## src/rtl/salcp_ram.sv

```systemverilog
// Simple dual-port synchronous RAM: one write port, one read port, registered read data.
// Used for every array of the suffix array / LCP builder; no package dependency.
`default_nettype none

module salcp_ram #(
    parameter int DEPTH = 64,
    parameter int WIDTH = 8
) (
    input  wire logic                     clk,
    input  wire logic                     we,
    input  wire logic [$clog2(DEPTH)-1:0] waddr,
    input  wire logic [WIDTH-1:0]         wdata,
    input  wire logic [$clog2(DEPTH)-1:0] raddr,
    output logic      [WIDTH-1:0]         rdata
);

    logic [WIDTH-1:0] mem [DEPTH];

    always_ff @(posedge clk)
    begin
        if (we)
        begin
            mem[waddr] <= wdata;
        end
        rdata <= mem[raddr];
    end

endmodule

`default_nettype wire

```

## config.mk

```make
export PLATFORM = sky130hd
export DESIGN_NAME = salcp_ram
export DESIGN_NICKNAME = d
export VERILOG_FILES = /design/src/rtl/salcp_ram.sv
export SDC_FILE = /design/constraint.sdc
export NUM_CORES = 1
export LEC_CHECK = 0
export ABC_AREA = 1
export CAP_MARGIN = 20
export CORE_MARGIN = 5
export CORE_UTILIZATION = 25
export DETAILED_ROUTE_END_ITERATION = 7
export DONT_BUFFER_PORTS = 1
export GPL_ROUTABILITY_DRIVEN = 0
export PLACE_DENSITY = 0.35
export SYNTH_ARGS = -nofsm -noshare
export SYNTH_HDL_FRONTEND = slang
export SYNTH_SLANG_ARGS = --single-unit
```

## constraint.sdc

```tcl
create_clock -name clk -period 2.8 [get_ports clk]
set_clock_uncertainty 0.1 [all_clocks]
set_input_delay 0.7 -clock clk [delete_from_list [all_inputs] [get_ports clk]]
set_output_delay 0.7 -clock clk [all_outputs]
set_load 0.005 [all_outputs]
```

# Word level (Yosys, flattened, before mapping)
# Memories as Yosys holds them, arrays and structs flattened. A register that Yosys moved wholly into a read port is not among the register bits.
# Cells that the tools add are included.
# word_totals
register_bits,0
ramBits,512
input_bits,22
wordCells,3
n_memories,1
# mem_list
name,depth,width,read_ports,rd_ports_with_merged_regs,write_ports,line_no,source
mem,64,8,1,1,1,17,logic [WIDTH-1:0] mem [DEPTH];
# op_classes
mux,2
# op_table
operator,count
$mux W1,2

# Depth between registers and ports, before layout
# depth
word_depth,2
depth_mapped,12
ltp_nobuf,9

# Least setup slack after synthesis
# No wires, ideal clock.
# synth_timing
kind,input to register
from,in we
to,"mem mem[48][0], enable pin"
setup_time_ps,395
arrival_time_ps,2071
required_ps,2305
slack_ps,234
path_stages,3
path_buffers,1
cell_sequence,clkbuf_1 > nand4_1 > nor4_1
# synth_via
elab_chain_len,2
# synth_rtl
element,line_no,source
from (decl),10,"input wire logic we,"
$mux W1,21,if (we)
$mux W1 (implied by the code),23,mem[waddr] <= wdata;
to (decl),17,
# Every way passes these cells.

==> run summary <==
Buffers placed on the I/O ports in this run total 0. The total of cells resized after clock tree synthesis came out at 0. The combined area of the multi-input logic cells is 4946 um^2. The floorplan step set the die width to 302.2 um.

The start point of the worst min-delay path is wdata[5]. The capturing point of the worst reg2reg path is rdata[3]. The maximum cell stage delay along the critical path is 0.37 ns. The slack of the worst reg-to-reg path came out at 1.21 ns. For the pin with the worst max-slew slack, the measured transition is 0.7364 ns. The power density of the placed cells came out at 684.5 nW/um^2. Summed over all instances, the cell type with the most area after synthesis is edfxtp_1. The first-pass GRT wire length came out at 98530 um. The total number of vias is 13670. The flow ran to the end, and the final reports show no timing, DRC or antenna violations.

0 antenna diodes ended up in the layout. The starting utilization of the core area is 25.10%. The fraction of synthesis flops using an asynchronous set or reset pin is 0%. For this block, the initial DRC count from the detailed router was 1107.

The number of standard cells after synthesis is 1805. The number of buffers between clock root and the deepest sink is 3. The final count of pins violating max slew is 0.

In the routed design, unresolved DRC markers number 0. The top-area cell type share of the netlist area came out at 72.05%. The clock latency reported for the late side of the worst-skew pair is 0.64 ns.

The clock tree root buffer cell is clkbuf_16. The H-tree depth reported by CTS came out at 2. In the final layout, the share of cells above drive strength 1 is 9.511%. The number of cell instances on the worst register-to-register path came out at 8. In the synthesized netlist the dominant register cell turns out to be edfxtp_1.

In the routed layout, each cell is associated on average with a via count of 4.485. The number of nets handed over by synthesis was 1827. The layout overhead on the synthesized area came out at 15.46%. The cell count of the worst hold path came out at 0.

The maximum net fanout on the critical path came out at 257. The count of yosys warnings during synthesis is 0. The largest individual stage delay along the critical path comes from the cell inv_8.

The total detailed-routing wirelength came out at 67270 um. The worst register-to-register path begins at mem[31][3]. The proportion of synthesized chip area in sequential cells is 72.80%.

The number of failing hold endpoints at the final stage came out at 0. The worst hold path terminates at mem[23][5]. The required arrival time at the worst endpoint came out at 3.26 ns.

The number of enable flip-flop cells after synthesis is 512. The worst ir drop on vdd is 446.8 uV. Once layout is done, the placed cells without fillers occupy 24640 um^2. The final critical path time including I/O delays and setup is 2.069 ns. Summing every instance area after synthesis gives 21340 um^2. In this run the tightest slew margin relative to its limit is 50.85%. The cts-stage hold buffer count is 0.

After floorplanning, the core was divided into 107 placement rows. In the post-synthesis netlist, the biggest area contributors are edfxtp_1 72%, nand2_1 11%, nand3_1 10%. The share of the cycle needed by the critical path after routing is 73.90%.

Global routing finished with a remaining overflow of 0. The number of library cell types mapped by synthesis is 16. The number of antenna violations at the first check in global routing is 0. The number of CTS-inserted buffers came out at 61. The worst setup path is captured at a flop. The area after detailed placement came out at 22800 um^2. Timing would allow up to 483.3 MHz. The signal on the critical path passes through inv_8, buf_4, nand2_1, nand3_1, nand3_1, nand2_1, nand2_1, nand3_1, nand3_1, nand2_1.

The number of buffers inserted by post-CTS setup repair came out at 0. The leakage component of the power came out at 8.693 nW. The filler cells instantiated in the layout total 8791.

In the final routed layout, each cell accounts on average for 22.08 um. The tool flagged a number of max-cap violations equal to 0. The startpoint class of the critical path is an input pin.

For the final routed database, the setup TNS stands at 0 ns. The final net count is 1876. The clock drives 520 sinks. Ranked by instance count, the synthesized netlist is headed by 648 x nand2_1, 512 x edfxtp_1, 439 x nand3_1. The average footprint of a synthesized cell came out at 11.82 um^2. The maximum number of pins on one net before global-route repair came out at 258. Pin placement for this block handled 30 I/O pins. The total area of sequential cells is 15530 um^2.

Global routing used 14.63% of the available tracks. The first-pass iteration count of the detailed router came out at 5. The final HPWL from detailed placement came out at 37480 um. Setup repair after global routing left no endpoint under its margin. The remaining antenna violation count after routing is 0.

The flip-flop and latch count after synthesis is 520. By startpoint and endpoint, the worst setup path is classified as input pin to flop. The most common cell in the synthesized netlist is nand2_1. The count of endpoints failing setup in the final report is 0. TritonCTS built the clock tree. The die is 302.2 um tall. The arrival time reported for the critical path endpoint is 2.53 ns.

The CTS clock-pin slew for the worst setup and hold paths came out at 0.06 ns. The tightest min-delay check is of the input pin to flop type. The number of global-route vias before repair is 13890. The overall die area is 91300 um^2. The area of the core is 85010 um^2.
cells by family (layout without fill, tap and decap cells):
kind of cell / count (synthesis) / in the layout / share of synthesized area (%)
DFF: 520 / 520 / 72.80
and+or+nand+nor: 1160 / 1160 / 23.18
buffers and inverters: 125 / 223 / 4.022
state kept, by name, summed over array words and instances, names as in the netlist:
name   cells
mem      512
rdata      8
power by group:
group	total, mW	leakage, nW	switching [mW]	internal (mW)
logic	0.723	3.12	0.492	0.231
clock network	7.48	0.900	3.21	4.27
registers	8.67	4.67	0.0501	8.62
total	16.9	8.69	3.75	13.1
worst max path at each step:
stage / slack (ns) / startpoint / end / cells past startpoint
after floorplan: 0.23 / we / mem[48][0] / 3
after global placement: 0.24 / raddr[0] / rdata[5] / 10
after CTS: 0.77 / rdata[1] / rdata[1] / 0
after global routing: 0.70 / raddr[0] / rdata[3] / 10
final: 0.73 / raddr[0] / rdata[3] / 10
after detailed placement: 0.23 / raddr[0] / rdata[7] / 10
placed cells by master (no fill, tap or decap), drive strengths merged:
master	n
clkinv	24
nand4	9
clkbuf	81
bufinv	3
nand3	439
nor4	8
inv	15
dfxtp	8
clkinvlp	1
nand2	648
nor2	56
edfxtp	512
buf	99
metal layers:
layer | global-route usage [%] | wire [um] | vias to the layer above
li1 | - | - | 6458
met1 | 21.18 | 32360 | 6855
met2 | 22.95 | 30250 | 270
met3 | 2.842 | 3507 | 84
met4 | 3.039 | 1158 | 0
met5 | 0 | 0 | -
worst max-delay path: cells and delay by family:
| family | cells | cell delay, ns |
|---|---|---|
| buffers and inverters | 2 | 0.62 |
| AND/OR/NAND/NOR | 8 | 1.02 |
final cells by class:
class / instances / area share [%]
clock buffers: 81 / 6.500
clock inverters: 31 / 0.9699
inverters: 12 / 0.2234
multi-input cells: 1160 / 20.07
flip-flops and latches: 520 / 63.05
well taps: 1144 / 5.809
repair buffers: 99 / 3.372
metrics by stage:
step                std cells  total power, mW  utilization, %  setup WS [ns]  hold WS, ns
floorplan                1805            9.402               -         0.2339       0.6217
global placement         2935            9.576           26.82         0.2412       0.7054
detailed placement       2935            9.568           26.82         0.2348       0.7021
CTS                      3047            17.13           28.98         0.7655      0.02831
global route             3047            17.56           28.98         0.6958      0.02589
finish                   3047            16.86           28.98         0.7309      0.07226
(Power assumes the default switching activity.)
